===== config.mk =====
export PLATFORM = sky130hd
export DESIGN_NAME = pia_cfg
export DESIGN_NICKNAME = d
export VERILOG_FILES = /design/src/hdl/pixelwise_image_arithmetic_assert.svh /design/src/hdl/pia_pkg.sv /design/src/hdl/pia_cfg.sv
export SDC_FILE = /design/constraint.sdc
export NUM_CORES = 1
export LEC_CHECK = 0
export BUFFER_PORTS_ARGS = -buffer_cell sky130_fd_sc_hd__buf_4
export CAP_MARGIN = 20
export CELL_PAD_IN_SITES_DETAIL_PLACEMENT = 0
export CELL_PAD_IN_SITES_GLOBAL_PLACEMENT = 1
export CORE_AREA = 2 2 119 121
export DETAILED_ROUTE_END_ITERATION = 8
export DIE_AREA = 0 0 121 123
export PLACE_DENSITY_LB_ADDON = 0.1
export SLEW_MARGIN = 20
export SYNTH_ARGS = -nofsm -noshare
export SYNTH_HDL_FRONTEND = slang
export SYNTH_SLANG_ARGS = --single-unit

===== constraint.sdc =====
create_clock -name clk -period 2.9 [get_ports clk]
set_input_delay 0.145 -clock clk [delete_from_list [all_inputs] [get_ports clk]]
set_output_delay 0.145 -clock clk [all_outputs]
set_load 0.02 [all_outputs]

===== src/hdl/pixelwise_image_arithmetic_assert.svh =====
// Assertion helpers; expect clk and rst in the scope of use
`ifndef PIXELWISE_IMAGE_ARITHMETIC_ASSERT_SVH
`define PIXELWISE_IMAGE_ARITHMETIC_ASSERT_SVH

// same-cycle implication
`define PIA_CHECK(label, ante, cons) \
  label: assert property (@(posedge clk) disable iff (rst) (ante) |-> (cons)) \
    else $error("pixel alu check failed");

// next-cycle implication
`define PIA_CHECK_NEXT(label, ante, cons) \
  label: assert property (@(posedge clk) disable iff (rst) (ante) |=> (cons)) \
    else $error("pixel alu check failed");

`endif


===== src/hdl/pia_pkg.sv =====
package pia_pkg;

  // operation codes; 12 to 15 mean nothing and give zero
  typedef enum logic [3:0] {
    OP_ADD, OP_SUB, OP_MUL, OP_DIV, OP_EQ, OP_GE,
    OP_LE, OP_GT, OP_LT, OP_AND, OP_OR, OP_NOT
  } op_t;

  // register indexes
  localparam logic [2:0] REG_OPERATION = 3'd0;
  localparam logic [2:0] REG_A_SOURCE  = 3'd1;
  localparam logic [2:0] REG_B_SOURCE  = 3'd2;
  localparam logic [2:0] REG_SCALAR_A  = 3'd3;
  localparam logic [2:0] REG_SCALAR_B  = 3'd4;

  typedef struct packed {
    logic [3:0] operation;
    logic       a_source;
    logic       b_source;
  } cfg_t;

endpackage


===== src/hdl/pia_cfg.sv =====
module pia_cfg import pia_pkg::*; #(
  parameter int P  = 32,
  parameter int DW = 32,
  parameter int AW = 5,
  parameter int SH = 2
) (
  input  logic          clk,
  input  logic          rst,
  input  logic          psel,
  input  logic          penable,
  input  logic          pwrite,
  input  logic [AW-1:0] paddr,
  input  logic [DW-1:0] pwdata,
  output logic [DW-1:0] prdata,
  output logic          pready,
  output cfg_t          cfg,
  output logic [P-1:0]  scalar_a,
  output logic [P-1:0]  scalar_b
);

  logic       wr;
  logic [2:0] idx;

  assign pready = 1'b1;
  assign wr     = psel && penable && pwrite;
  assign idx    = paddr[AW-1:SH];

  // register writes
  always_ff @(posedge clk) begin
    if (rst) begin
      cfg      <= '0;
      scalar_a <= '0;
      scalar_b <= '0;
    end else if (wr) begin
      unique case (idx)
        REG_OPERATION: cfg.operation <= pwdata[3:0];
        REG_A_SOURCE:  cfg.a_source  <= pwdata[0];
        REG_B_SOURCE:  cfg.b_source  <= pwdata[0];
        REG_SCALAR_A:  scalar_a      <= pwdata[P-1:0];
        REG_SCALAR_B:  scalar_b      <= pwdata[P-1:0];
        default: ;
      endcase
    end
  end

  // readback
  always_comb begin
    unique case (idx)
      REG_OPERATION: prdata = DW'(cfg.operation);
      REG_A_SOURCE:  prdata = DW'(cfg.a_source);
      REG_B_SOURCE:  prdata = DW'(cfg.b_source);
      REG_SCALAR_A:  prdata = DW'(scalar_a);
      REG_SCALAR_B:  prdata = DW'(scalar_b);
      default:       prdata = '0;
    endcase
  end

endmodule


; Word level (Yosys, flattened, before mapping)
; Cells that the tools add are included.
[totals]
ff_bits = 70
inputBits = 42
out_inout_bits = 103
wordCells = 18
[op_classes]
n_eq_ne = 4
n_mux = 1
reduce_logical = 8
[op_table]
columns = op, n
row1 = $pmux W32 S5, 1
row2 = $reduce_and A2 Y1, 5
row3 = $eq A3 B2 Y1 const B, 2
row4 = $eq A3 B1 Y1 const B, 1
row5 = $eq A3 B3 Y1 const B, 1
row6 = $logic_not A3 Y1, 1
row7 = $logic_and A1 B1 Y1, 2

; Logic depth before layout (Yosys ltp)
; Gate-level depths: netlist of the first run.
[logic_depth]
word_depth = 3
depth_mapped = 5
depth_no_buf = 3

; Least setup slack after synthesis of the first run
; OpenSTA, ideal clock, no wires.
[synth_path]
path_kind = input-to-output
from = in paddr[3]
to = out prdata[10]
arrival_ns = 1.057
t_required_ns = 2.755
path_slack_ns = 1.698
stages = 5
path_buffers = 2
cell_sequence = nor2b_2 and2_1 buf_4 buf_4 a22o_1
[synth_via]
elab_chain_cells = 2
elab_cells_between_ends = 6
[synth_rtl]
columns = item, line_no
row1 = start: declaration, pia_cfg.sv:12  ; input logic [AW-1:0] paddr,
row2 = "$eq A3 B3 Y1, or another cell as far along", pia_cfg.sv:48  ; unique case (idx)
row3 = $pmux W32 S5 (*), pia_cfg.sv:48
row4 = end: declaration, pia_cfg.sv:14  ; output logic [DW-1:0] prdata,
; Mark *: on every way between the ends. The rest lies on a longest branch, timed or not.

; Final worst setup path of the first run
[layout_path]
from = in paddr[3]
to = out prdata[15]
; The elaborated chain is that of the path after synthesis.

==> flow_results.org, run 1 <==
** Outcome
- The run finished with clean final reports.

** GRT
- Number of global-route vias before repair :: 2702
- Final global-route overflow total :: 0
- Entering global routing, the biggest net connects 103 pins.
- Global-route wire length before repair :: 14.5 mm
- The initial antenna violation count is 0.
- For this run, the total global-route usage over all layers was measured as 12.9%.

** Floorplanning
- Die footprint :: 0.0149 mm²
- Number of rows created at floorplan :: 43
- In this run the standard cell core region covers 0.0136 mm².
- The die is 123 µm tall.
- The die is 121 µm wide.
- The initial utilization of the core area, before any placement, comes to 24.4%.
- Top-Level Pins :: 145

** Placement
- I/O Buffers :: 141
- The HPWL after detailed placement is 6.40 mm.
- Before CTS, the worst setup slack after placement is 1200 ps.
- The placed instances occupy a cell area of 0.00449 mm².
- Placer Congestion :: 0.722

** Critical path
- Of all nets on the critical path, the largest fanout is 26.
- In this design, the critical path's most frequently occurring cell is sky130_fd_sc_hd__buf_4.
- Reg2Reg Setup Slack :: 2240 ps
- Worst EP required :: 2760 ps
- Data arrives at the worst endpoint at 1410 ps.
- The number of cells on the worst reg-to-reg path is 2.
- Critical Path Start :: paddr[3]
- Reg-to-reg startpoint :: scalar_b[23]
- Traced cell by cell, the critical path runs through buf_4 -> nor3b_4 -> buf_4 -> a22o_1 -> buf_4.
- WP buf/inv :: 3
- Stage delay of the slowest cell on the critical path :: 400 ps
- The critical path is of the in2out type.
- The worst register-to-register path ends at scalar_b[23].
- Kind of launch point of the worst setup path :: input pin
- STA classifies the critical path endpoint as an output port.
- Crit-path slowest cell :: sky130_fd_sc_hd__buf_4
- Instance count on the critical path :: 5
- Largest delay share family, worst path :: buffers and inverters
- Following the worst setup path forward leads to its endpoint at prdata[15].

** Layout
- Summed area of non-filler cells in the final layout :: 0.00481 mm²
- The post-route netlist has 36.1% of its cells at a drive strength greater than 1.
- Area overhead of the layout relative to synthesis :: 45.2%
- The repair_antennas step left the layout with diodes totalling 0.
- Post-layout nets :: 497

** Power
- The completed layout was analyzed and its total power is 2310 µW.
- For this design the static power due to leakage is 0.00225 µW.
- Internal power comes to 1810 µW.
- Clock network fraction of design power :: 50.7%
- Register share of total power :: 42.2%
- Switching component of the power :: 499 µW
- In this run the power density over the cells is 480 mW/mm².
- Net switching is 21.6% of the power.
- Worst ir drop on vdd :: 0.253 mV
- Combinational cells account for 7.1% of the total power.

** Clock network
- Buffers from clock root to sink, at most :: 2
- Counting the buffers created by CTS gives 9.
- CTS tree :: done
- Hold repair after CTS inserted 0 buffers.
- CTS root buf :: sky130_fd_sc_hd__clkbuf_16
- Clock transition time at the flip-flop clock pins of the worst setup and hold paths :: 50 ps
- The H-tree was split into 3 levels.
- The clock drives 70 sinks.
- Number of buffers added for setup after CTS :: 0
- The later pin in the worst-skew pair is clocked with a latency of 330 ps.
- After clock tree synthesis, the repair step resized 0 gates.

** Synth
- The number of nets in the synthesized netlist is 366.
- Number of synthesized register bits :: 70
- Leading post-synthesis cells by cell area :: sky130_fd_sc_hd__dfxtp_1 (42%), sky130_fd_sc_hd__mux2i_1 (21%), sky130_fd_sc_hd__nand2b_1 (19%)
- The cell count after synthesis came out at 324.
- Synth top cells by count :: sky130_fd_sc_hd__nand2b_1 (102), sky130_fd_sc_hd__dfxtp_1 (70), sky130_fd_sc_hd__mux2i_1 (70)
- Sequential share of the synthesized area :: 42.2%
- sky130_fd_sc_hd__nand2b_1 is the most common cell in the netlist.
- Async set or reset register ratio after synthesis :: 0%
- Averaged over all synthesized cells, the footprint is 10.2 µm².
- Largest area contributor in the netlist :: sky130_fd_sc_hd__dfxtp_1
- Synthesis Warnings :: 0
- Summing every instance area after synthesis gives 0.00332 mm².
- EDFF count, synth :: 0
- Number of different library cells in the post-synthesis netlist :: 22
- Among all flip-flop cells after synthesis, the most frequent one is sky130_fd_sc_hd__dfxtp_1.
- Yosys top cell area share :: 42.2%

** Timing
- Setup repair after global routing missed its margin :: false
- Final Skew :: 0 ps
- Based on the critical path, the design can be clocked at up to 642 MHz.
- Final critical-path share of the clock period :: 53.7%
- Across all hold checks on the routed design, the worst slack comes to 98.7 ps.
- The max-slew violation count is 0.
- At the pin with the least slew margin, the transition time is 809 ps.
- Post-route minimum period :: 1560 ps
- The number of failing hold endpoints at the final stage is 0.
- Final number of setup-violating endpoints :: 0
- Setup total negative slack on the finished layout was measured at 0 ps.
- Setup slack after layout :: 1340 ps
- Max_slew headroom :: 46.1%

** Worst hold path
- Worst Hold Class :: in2reg

** Run
- Max-cap violations in this run came to 0.

** Drt
- The detailed router finished its first iteration with 96 violations.
- The first detailed-routing pass ran for 4 iterations.
- Detailed-route vias per instance :: 4.26
- For this run, design rule violations remaining after detail routing come to 0.
- Wire length per cell after detailed routing :: 15.0 µm
- Final antenna-violating net count :: 0
- Wires add up to 9.57 mm.
- Across all layers, the routed design uses 2729 vias.
-- worst min-delay path by stage --
| stage | from | endpoint | slack, ps | cells after the start |
|---|---|---|---|---|
| 2_1_floorplan | pwdata[10] | scalar_b[10] | 320 | 2 |
| 3_3_place_gp | pwdata[30] | scalar_a[30] | 430 | 3 |
| 3_5_place_dp | pwdata[13] | scalar_a[13] | 440 | 3 |
| 4_1_cts | pwdata[13] | scalar_b[13] | 80 | 3 |
| 5_1_grt | pwdata[11] | scalar_a[11] | 100 | 3 |
| 6_report | pwdata[13] | scalar_b[13] | 100 | 3 |
-- cell usage in the layout (no fill, tap or decap), types with 2 or more instances in the layout --
master | netlist | final
sky130_fd_sc_hd__and2_1 | 3 | 2
sky130_fd_sc_hd__nand2b_1 | 102 | 102
sky130_fd_sc_hd__dfxtp_1 | 70 | 70
sky130_fd_sc_hd__nor2_1 | 2 | 2
sky130_fd_sc_hd__nand2_1 | 8 | 8
sky130_fd_sc_hd__clkbuf_8 | 0 | 4
sky130_fd_sc_hd__mux2i_1 | 70 | 70
sky130_fd_sc_hd__buf_4 | 8 | 144
sky130_fd_sc_hd__a22oi_1 | 4 | 4
sky130_fd_sc_hd__clkbuf_16 | 0 | 9
sky130_fd_sc_hd__o21ai_0 | 3 | 3
sky130_fd_sc_hd__mux2_2 | 2 | 2
sky130_fd_sc_hd__a22o_1 | 28 | 28
-- worst register-to-register path: cells and delay by family, from the launching register on --
kind | cells | cell delay, ps
flops | 1 | 390
mux | 1 | 130
simple gates | 1 | 70
-- logic make-up after synthesis --
kind of cell	after synthesis	synth area share, %
multiplexers	72	21.8
buffers and inverters	24	4.15
AND/OR/NAND/NOR	122	22.9
AO/OA/AOI/OAI	35	8.75
flip-flops	70	42.2
other	1	0.113
-- state kept, by name, summed over array words and instances (netlist names) --
name      flops
scalar_b     32
cfg           6
scalar_a     32
-- routing by layer --
layer  up-vias  wire length [µm]  GRT usage [%]
met5         -                 0              0
met4         0               102           4.14
met3         7               605           4.94
met2        85              4440           20.1
met1      1272              4430           16.4
li1       1365                 -              -
-- per-stage QoR --
step | utilization (%) | std cells
global route | 35.4 | 640
detailed placement | 33.0 | 624
floorplan | - | 324
finish | 35.4 | 640
CTS | 35.4 | 640
global placement | 33.0 | 624
-- power by group through the flow --
stage | registers (µW) | clock network (µW) | logic, µW
final | 975 | 1170 | 164
after global routing | 976 | 1260 | 179
after detailed placement | 996 | 0 | 167
after floorplan | 1000 | 0 | 82.9
after CTS | 975 | 1210 | 167
after global placement | 996 | 0 | 166
-- cell type report --
class,count,area (µm²)
fill,1395,8800
multi-input combinational,230,1790
sequential,70,1400
timing repair buffer,144,1080
clock buffer,14,284
tap,180,225
clock inverter,2,37.5
(Power assumes the default switching activity.)
==> run 2, diff against run 1 <==
--- a/config.mk
+++ b/config.mk
@@ -5,6 +5,7 @@
 export SDC_FILE = /design/constraint.sdc
 export NUM_CORES = 1
 export LEC_CHECK = 0
+export ABC_AREA = 1
 export BUFFER_PORTS_ARGS = -buffer_cell sky130_fd_sc_hd__buf_4
 export CAP_MARGIN = 20
 export CELL_PAD_IN_SITES_DETAIL_PLACEMENT = 0
==> constraint.sdc (replaced) <==
create_clock -name clk -period 1.65 [get_ports clk]
set_input_delay 0.0825 -clock clk [delete_from_list [all_inputs] [get_ports clk]]
set_output_delay 0.0825 -clock clk [all_outputs]
set_load 0.02 [all_outputs]
==> run 2 against run 1 <==
Net effect:
- total power is 64% higher
- via count up 29%
- design area increased by 0.18%
- clock skew did not move
- die area unchanged
- core utilization is 0.064 points higher
- combinational power grew 130%
==> flow_results.org, run 2 <==
** Synth
- Async set or reset register ratio after synthesis :: 0% (unchanged)
- The Yosys warning count was 0 (unchanged).
- Leading post-synthesis cells by cell area :: sky130_fd_sc_hd__dfxtp_1 (42%), sky130_fd_sc_hd__nand2_1 (23%), sky130_fd_sc_hd__nor2_1 (16%)
- Of all cell types, the one taking the most synthesized area is sky130_fd_sc_hd__dfxtp_1.
- The register bit count reported by yosys came to 70 (unchanged).
- Leading register cell type out of synthesis :: sky130_fd_sc_hd__dfxtp_1
- Mean instance size in the synthesized netlist :: 6.23 µm² (-39%)
- Synth top cells by count :: sky130_fd_sc_hd__nand2_1 (203), sky130_fd_sc_hd__nor2_1 (144), sky130_fd_sc_hd__dfxtp_1 (70)
- Number of instances in the synthesized netlist :: 539 (+66%)
- Most instantiated library cell after synthesis :: sky130_fd_sc_hd__nand2_1
- Number of different library cells in the post-synthesis netlist :: 17 (-23%)
- The number of flops mapped to enable cells by yosys is 0 (unchanged).
- Sequential share of the synthesized area :: 41.7% (-0.50 points)
- The post-synthesis instance area came to 0.00336 mm² (+1.2%).
- Syn Nets :: 581 (+59%)
- Yosys top cell area share :: 41.7% (-0.50 points)

** Layout
- Post-layout nets :: 714 (+44%)
- Commonest non-fill, non-tap cell in the layout :: sky130_fd_sc_hd__nand2_1
- The share of cells above drive strength 1 was 25.4% (-11 points).
- In the final layout, the registers with the most flip-flops are scalar_a x32, scalar_b x32, cfg x6.
- The total inserted antenna cells was 0 (unchanged).
- Compared with the post-synthesis result, the final layout area differs by 43.7%.
- Final instance count without filler cells :: 856 (+34%)
- Highest-count cells in the layout ignoring fill and taps :: sky130_fd_sc_hd__nand2_1 (203), sky130_fd_sc_hd__buf_4 (148), sky130_fd_sc_hd__nor2_1 (144), sky130_fd_sc_hd__dfxtp_1 (70), sky130_fd_sc_hd__nand3_1 (43)
- The final core area utilization is 35.4% (+0.064 points).

** Power
- The net switching component of the power came to 905 µW (+81%).
- Switching share of total power :: 23.9% (+2.3 points)
- The relative contribution of sequential cells to total power came to 45.8% (+3.6 points).
- Part of the power in combinational logic :: 10.0% (+2.9 points)
- Clock network fraction of design power :: 44.2% (-6.5 points)
- Worst ir drop on vdd :: 0.333 mV (+32%)
- The design internal power came to 2880 µW (+59%).
- The leakage power total was 0.00248 µW (+11%).
- Cell area power density :: 784 mW/mm² (+63%)

** Timing
- Final Skew :: 0 ps (unchanged)
- Number of pins exceeding their max-slew limit in the final report :: 0 (unchanged)
- The final setup TNS is 0 ps (unchanged).
- Max Clock Freq :: 779 MHz
- The clock period could shrink to 1280 ps.
- The post-route worst hold slack was 60.2 ps (-38.5 ps).
- The number of failing hold endpoints at the final stage came to 0 (unchanged).
- Setup repair after global routing left no endpoint under its margin.
- Final critical-path share of the clock period :: 77.8%
- The final number of setup-violating endpoints came to 0 (unchanged).

** Clock network
- The number of cells upsized or downsized after cts came to 0 (unchanged).
- The number of buffers created by CTS came to 9 (unchanged).
- Hold-fix buffers at CTS :: 0 (unchanged)
- H-tree levels :: 3 (unchanged)
- The clock latency reported for the late side of the worst-skew pair is 330 ps (about the same).
- The number of clock sinks was 70 (unchanged).
- CTS tree :: done
- Number of buffers added for setup after CTS :: 0 (unchanged)
- Clock transition time at the flip-flop clock pins of the worst setup and hold paths :: 60 ps (about the same)
- The buffer depth of the longest clock path came to 2 (unchanged).
- CTS root buf :: sky130_fd_sc_hd__clkbuf_16

** GRT
- The initial antenna violation count was 0 (unchanged).
- The pin count of the biggest net entering global routing came to 71 (-31%).
- The number of global-route vias before repair came to 3247 (+20%).
- Global router's overall resource usage :: 14.2% (+1.4 points)
- Final global-route overflow total :: 0 (unchanged)
- The global-route wire length before repair is 16.4 mm (+13%).

** Outcome
- The flow ran to the end, and the final reports show no timing, DRC or antenna violations.

** Drt
- The sum of routed wire length over all layers was 10.4 mm (+8.3%).
- The number of remaining DRC errors came to 0 (unchanged).
- DR pass1 iterations :: 4 (unchanged)
- The antenna violation net count after detailed routing came to 0 (unchanged).
- The DRC marker count from the first detailed-route iteration is 111 (+16%).
- Detailed-route vias per instance :: 4.10 (-3.8%)
- The via count is 3511 (+29%).
- The average detailed-routed wire length per instance was 12.1 µm (-19%).

** Floorplanning
- The die footprint is 0.0149 mm² (unchanged).
- Height of the die :: 123 µm (unchanged)
- Top-Level Pins :: 145 (unchanged)
- Core area :: 0.0136 mm² (unchanged)
- The number of standard-cell rows in the floorplan is 43 (unchanged).
- The initial core utilization was 24.7% (+0.29 points).
- Die outline width :: 121 µm (unchanged)

** Worst hold path
- The min-delay analysis places its worst path in the category in2reg.
- Worst Hold Path Cells :: 5 (+2)

** Critical path
- In this run the worst setup path terminates at prdata[25].
- R2R depth :: 2 (unchanged)
- Max Fanout on Critical Path :: 17 (-35%)
- Reg-to-reg startpoint :: cfg[5]
- STA classifies the critical path endpoint as an output port.
- The worst setup slack for register-to-register paths was 1050 ps (-1190 ps).
- Worst R2R End :: cfg[5]
- Worst EP required :: 1570 ps (-1190 ps)
- The worst endpoint data arrival time was 1200 ps (-210 ps).
- Critical path class :: in2out
- STA classifies the critical path startpoint as an input pin.
- The most critical setup path has its startpoint at paddr[4].

** Placement
- The sum of net half-perimeters after detailed placement is 7.13 mm (+11%).
- Cell total after placement :: 841 (+35%)
- I/O Buffers :: 141 (unchanged)
- The placer's final routability congestion estimate was 0.758 (+5.0%).

** Run
- The reported max-cap violation count was 0 (unchanged).
run 2: final cells by class:
class	count	area (µm²)
Clock inverter	2	10.0
Timing Repair Buffer	152	1190
Sequential cell	70	1400
Clock buffer	13	240
Multi-Input combinational cell	401	1610
Fill cell	1520	8790
Tap cell	180	225
Inverter	38	143
run 2: critical path, cell delays in order:
cell	delay (ps)
sky130_fd_sc_hd__buf_4	130
sky130_fd_sc_hd__inv_2	130
sky130_fd_sc_hd__nand3_2	170
sky130_fd_sc_hd__inv_1	110
sky130_fd_sc_hd__buf_4	250
sky130_fd_sc_hd__nand2_1	70
sky130_fd_sc_hd__nand2_1	100
sky130_fd_sc_hd__buf_4	150
run 2: through the flow:
step	instance area, µm²	power (µW)	setup slack, ps
floorplan	3360	1980	708
global placement	4570	2150	351
detailed placement	4570	2160	350
CTS	4820	3890	354
global route	4820	4000	235
finish	4820	3780	366
run 2: routing by layer:
metal  track usage (%)  wire [µm]  vias to the layer above
met4              5.67        123                        0
met2              23.6       4980                       71
met1              18.2       4840                     1556
li1                  -          -                     1874
met3              2.95        419                       10
met5                 0          0                        -
run 2: worst min-delay path by stage:
stage	start	to	slack, ps
after floorplan	pwdata[13]	scalar_a[13]	300
after global placement	pwdata[30]	scalar_a[30]	390
after detailed placement	pwdata[30]	scalar_a[30]	400
after CTS	pwdata[11]	scalar_a[11]	40
after global routing	pwdata[29]	scalar_a[29]	70
final	pwdata[11]	scalar_a[11]	60
run 2: kinds of logic after synthesis:
family	synth area share, %
simple gates	47.6
flops	41.7
buf+inv	10.2
compound gates	0.298
other cells	0.112
run 2: power groups by stage:
stage | registers [µW] | logic [µW] | clock network (µW)
4_1_cts | 1730 | 387 | 1770
2_1_floorplan | 1790 | 187 | 0
3_5_place_dp | 1770 | 386 | 0
5_1_grt | 1730 | 422 | 1850
3_3_place_gp | 1770 | 383 | 0
6_report | 1730 | 379 | 1670
==> run 3, diff against run 2 <==
==> constraint.sdc (replaced) <==
create_clock -name clk -period 1.11 [get_ports clk]
set_input_delay 0.0555 -clock clk [delete_from_list [all_inputs] [get_ports clk]]
set_output_delay 0.0555 -clock clk [all_outputs]
set_load 0.02 [all_outputs]
==> run 3 against run 2 <==
Net effect:
- the flow now finishes with violations (negative setup slack)
- first-iteration DRC count up 8.1%
- via count grew 4.4%
- core utilization rose by 4.0 points
- total power increased by 75%
- design area increased by 11%
- critical path depth decreased by 3
- clock power rose by 100%
- non-clock buffer count up 22
- sequential cell count unchanged
- largest cell class unchanged
==> flow_results.org, run 3 (same netlist as run 2, synthesis figures left out) <==
** Critical path
- WP buf/inv :: 1 (-4)
- The most numerous cell type found on the critical path is sky130_fd_sc_hd__nand2_1.
- The setup path with the least slack is of type reg2out.
- The worst setup path is launched from a flop.
- The longest individual stage delay on the worst path is 320 ps (+70 ps).
- In this design, the largest share of critical-path delay is due to flip-flops.
- Chain of cells forming the critical path :: nand4_1 -> nand2_1 -> nor2_1 -> nand2_1 -> buf_6
- Worst EP required :: 1050 ps (-520 ps)
- Crit-path slowest cell :: sky130_fd_sc_hd__dfxtp_2
- Category of the worst setup path capture point :: output port
- The highest fanout seen on the critical path came to 2 (-15).
- The worst endpoint data arrival time was 1090 ps (-110 ps).
- In this run the critical register-to-register path is launched from scalar_b[0].
- Critical Path Start :: scalar_a[0]

** Layout
- Post-layout nets :: 736 (+3.1%)
- The design area came to 0.00537 mm² (+11%).
- Fraction of final layout cells with drive strength greater than 1 :: 30.6% (+5.2 points)
- Diode insertion count for antenna repair :: 0 (unchanged)
- The final instance count without filler cells is 879 (+2.7%).
- Highest-count cells in the layout ignoring fill and taps :: sky130_fd_sc_hd__nand2_1 (196), sky130_fd_sc_hd__nor2_1 (144), sky130_fd_sc_hd__buf_4 (144), sky130_fd_sc_hd__dfxtp_1 (66), sky130_fd_sc_hd__nand3_1 (41)
- Commonest non-fill, non-tap cell in the layout :: sky130_fd_sc_hd__nand2_1
- Post-layout util :: 39.5% (+4.0 points)
- Area overhead of the layout relative to synthesis :: 60.1%
- Fill cell count :: 1449 (-4.7%)
- The area used by multi-input combinational logic is 0.00165 mm² (+2.2%).
- The largest registers in the layout are scalar_a x32, scalar_b x32, cfg x6.
- Combined flip-flop and latch cell area :: 0.00141 mm² (+0.36%)

** Clock network
- The number of clock sinks was 70 (unchanged).
- The clock latency reported for the late side of the worst-skew pair was 330 ps (about the same).
- CTS tree :: done
- The buffer depth of the longest clock path is 2 (unchanged).
- Clock transition time at the flip-flop clock pins of the worst setup and hold paths :: 60 ps (about the same)
- The cell sitting at the root of the clock tree is a sky130_fd_sc_hd__clkbuf_16.
- TritonCTS Buffers :: 9 (unchanged)
- The depth of the CTS H-tree came to 3 (unchanged).

** Floorplanning
- Height of the die :: 123 µm (unchanged)
- Top-Level Pins :: 145 (unchanged)
- The area inside the core boundary is 0.0136 mm² (unchanged).
- The die footprint came to 0.0149 mm² (unchanged).
- Number of rows created at floorplan :: 43 (unchanged)
- Starting density of the core :: 24.7% (unchanged)
- The die span in x came to 121 µm (unchanged).

** GRT
- Global router's overall resource usage :: 14.8% (+0.61 points)
- Maximum number of pins on one net before global-route repair :: 71 (unchanged)
- Antenna violations before repair :: 0 (unchanged)
- The global-route wire length before repair came to 17.3 mm (+5.3%).
- The number of global-route vias before repair was 3381 (+4.1%).
- Final global-route overflow total :: 0 (unchanged)

** Power
- The largest vdd supply drop was 0.650 mV (+95%).
- The leakage power total came to 0.00273 µW (+9.8%).
- The power density over the cells was 1230 mW/mm² (+57%).

** Run
- Max-capacitance violation count :: 0 (unchanged)

** Drt
- The antenna violation net count after detailed routing was 0 (unchanged).
- DRC Markers :: 0 (unchanged)
- Number of DRC markers after the initial detailed-route iteration :: 120 (+8.1%)
- Detailed-route vias per instance :: 4.17 (+1.7%)
- DR vias :: 3667 (+4.4%)
- The average detailed-routed wire length per instance came to 12.7 µm (+4.9%).
- The first-pass iteration count of the detailed router is 4 (unchanged).
- Routed wire length :: 11.2 mm (+7.7%)

** Placement
- Detail Placement HPWL :: 7.30 mm (+2.4%)
- The number of port buffers is 141 (unchanged).
- The placer's final routability congestion estimate came to 0.760 (+0.17%).
- Worst slack at placement :: -3.74 ps (-354 ps)
- The instance area at placement came to 0.00473 mm² (+3.4%).
- Cell total after placement :: 850 (+1.1%)

** Timing
- Number of pins exceeding their max-slew limit in the final report :: 0 (unchanged)
- Final worst hold slack :: 28.6 ps (-31.6 ps)
- Final number of setup-violating endpoints :: 1 (+1)
- Setup slack after layout :: -31.1 ps (-397 ps)
- Setup repair after global routing could not meet its margin everywhere.
- Max Clock Freq :: 876 MHz
- Hold Fails Final Rpt :: 0 (unchanged)
- Post-route minimum period :: 1140 ps
- Final critical-path share of the clock period :: 103%
- Final Skew :: 0 ps (unchanged)

** Worst hold path
- The min-delay analysis places its worst path in the category in2reg.
- Hold path start :: pwdata[10]

** Outcome
- The checks that failed: negative setup slack.
- Result of the run :: complete, but fails checks
-- run 3: cell types whose count changed in the layout (fill, tap and decap cells not counted), moves of 3 or more --
cell,change
sky130_fd_sc_hd__buf_4,-4
sky130_fd_sc_hd__nand2_1,-7
sky130_fd_sc_hd__dfxtp_2,+4
sky130_fd_sc_hd__bufbuf_16,+3
sky130_fd_sc_hd__bufinv_16,+3
sky130_fd_sc_hd__clkbuf_1,-4
sky130_fd_sc_hd__dfxtp_1,-4
sky130_fd_sc_hd__nand2_2,+7
sky130_fd_sc_hd__buf_12,+8
sky130_fd_sc_hd__buf_6,+14
-- run 3: final cells by class --
type | count | share of cell area [%]
Multi-Input combinational cell | 401 | 30.7
Timing Repair Buffer | 174 | 29.8
Sequential cell | 70 | 26.2
Clock buffer | 10 | 4.45
Tap cell | 180 | 4.19
Inverter | 38 | 2.70
Clock inverter | 6 | 2.03
-- run 3: worst paths after layout --
check | end | slack (ps) | cells after the start
max reg2reg | scalar_b[0] | 370 | 3
min | scalar_a[10] | 30 | 5
min reg2reg | scalar_b[23] | 500 | 2
max | prdata[0] | -30 | 5
-- run 3: routing by layer --
metal | routed length (µm) | global-route usage (%) | vias to the layer above
li1 | - | - | 1930
met2 | 5360 | 24.6 | 82
met5 | 0 | 0 | -
met3 | 485 | 2.54 | 5
met1 | 5260 | 19.3 | 1650
met4 | 63 | 5.67 | 0
-- run 3: where the power goes --
part / internal [µW] / switching [µW]
sequential: 2550 / 27.2
combinational: 326 / 357
clock: 2250 / 1100
-- run 3: worst min-delay path: stages --
cell	delay (ps)
sky130_fd_sc_hd__buf_4	70
sky130_fd_sc_hd__inv_1	40
sky130_fd_sc_hd__nand2_1	50
sky130_fd_sc_hd__nand2_1	40
sky130_fd_sc_hd__nor2_1	60
-- run 3: per-stage QoR --
step | setup TNS [ps] | total power [µW]
after global routing | -89.4 | 6880
after CTS | -49.4 | 6710
after detailed placement | -6.96 | 3240
final | -31.1 | 6610
after floorplan | 0 | 2940
after global placement | 0 | 3240
-- run 3: repair_timing --
action / 4_1_cts / 5_1_grt
setup endpoints to repair: 9 / 26
resized for setup: 9 / 22
pin swaps: 5 / 9
buffers inserted: 8 / 1
hold buffers: 0 / 0
gates cloned: 3 / 1
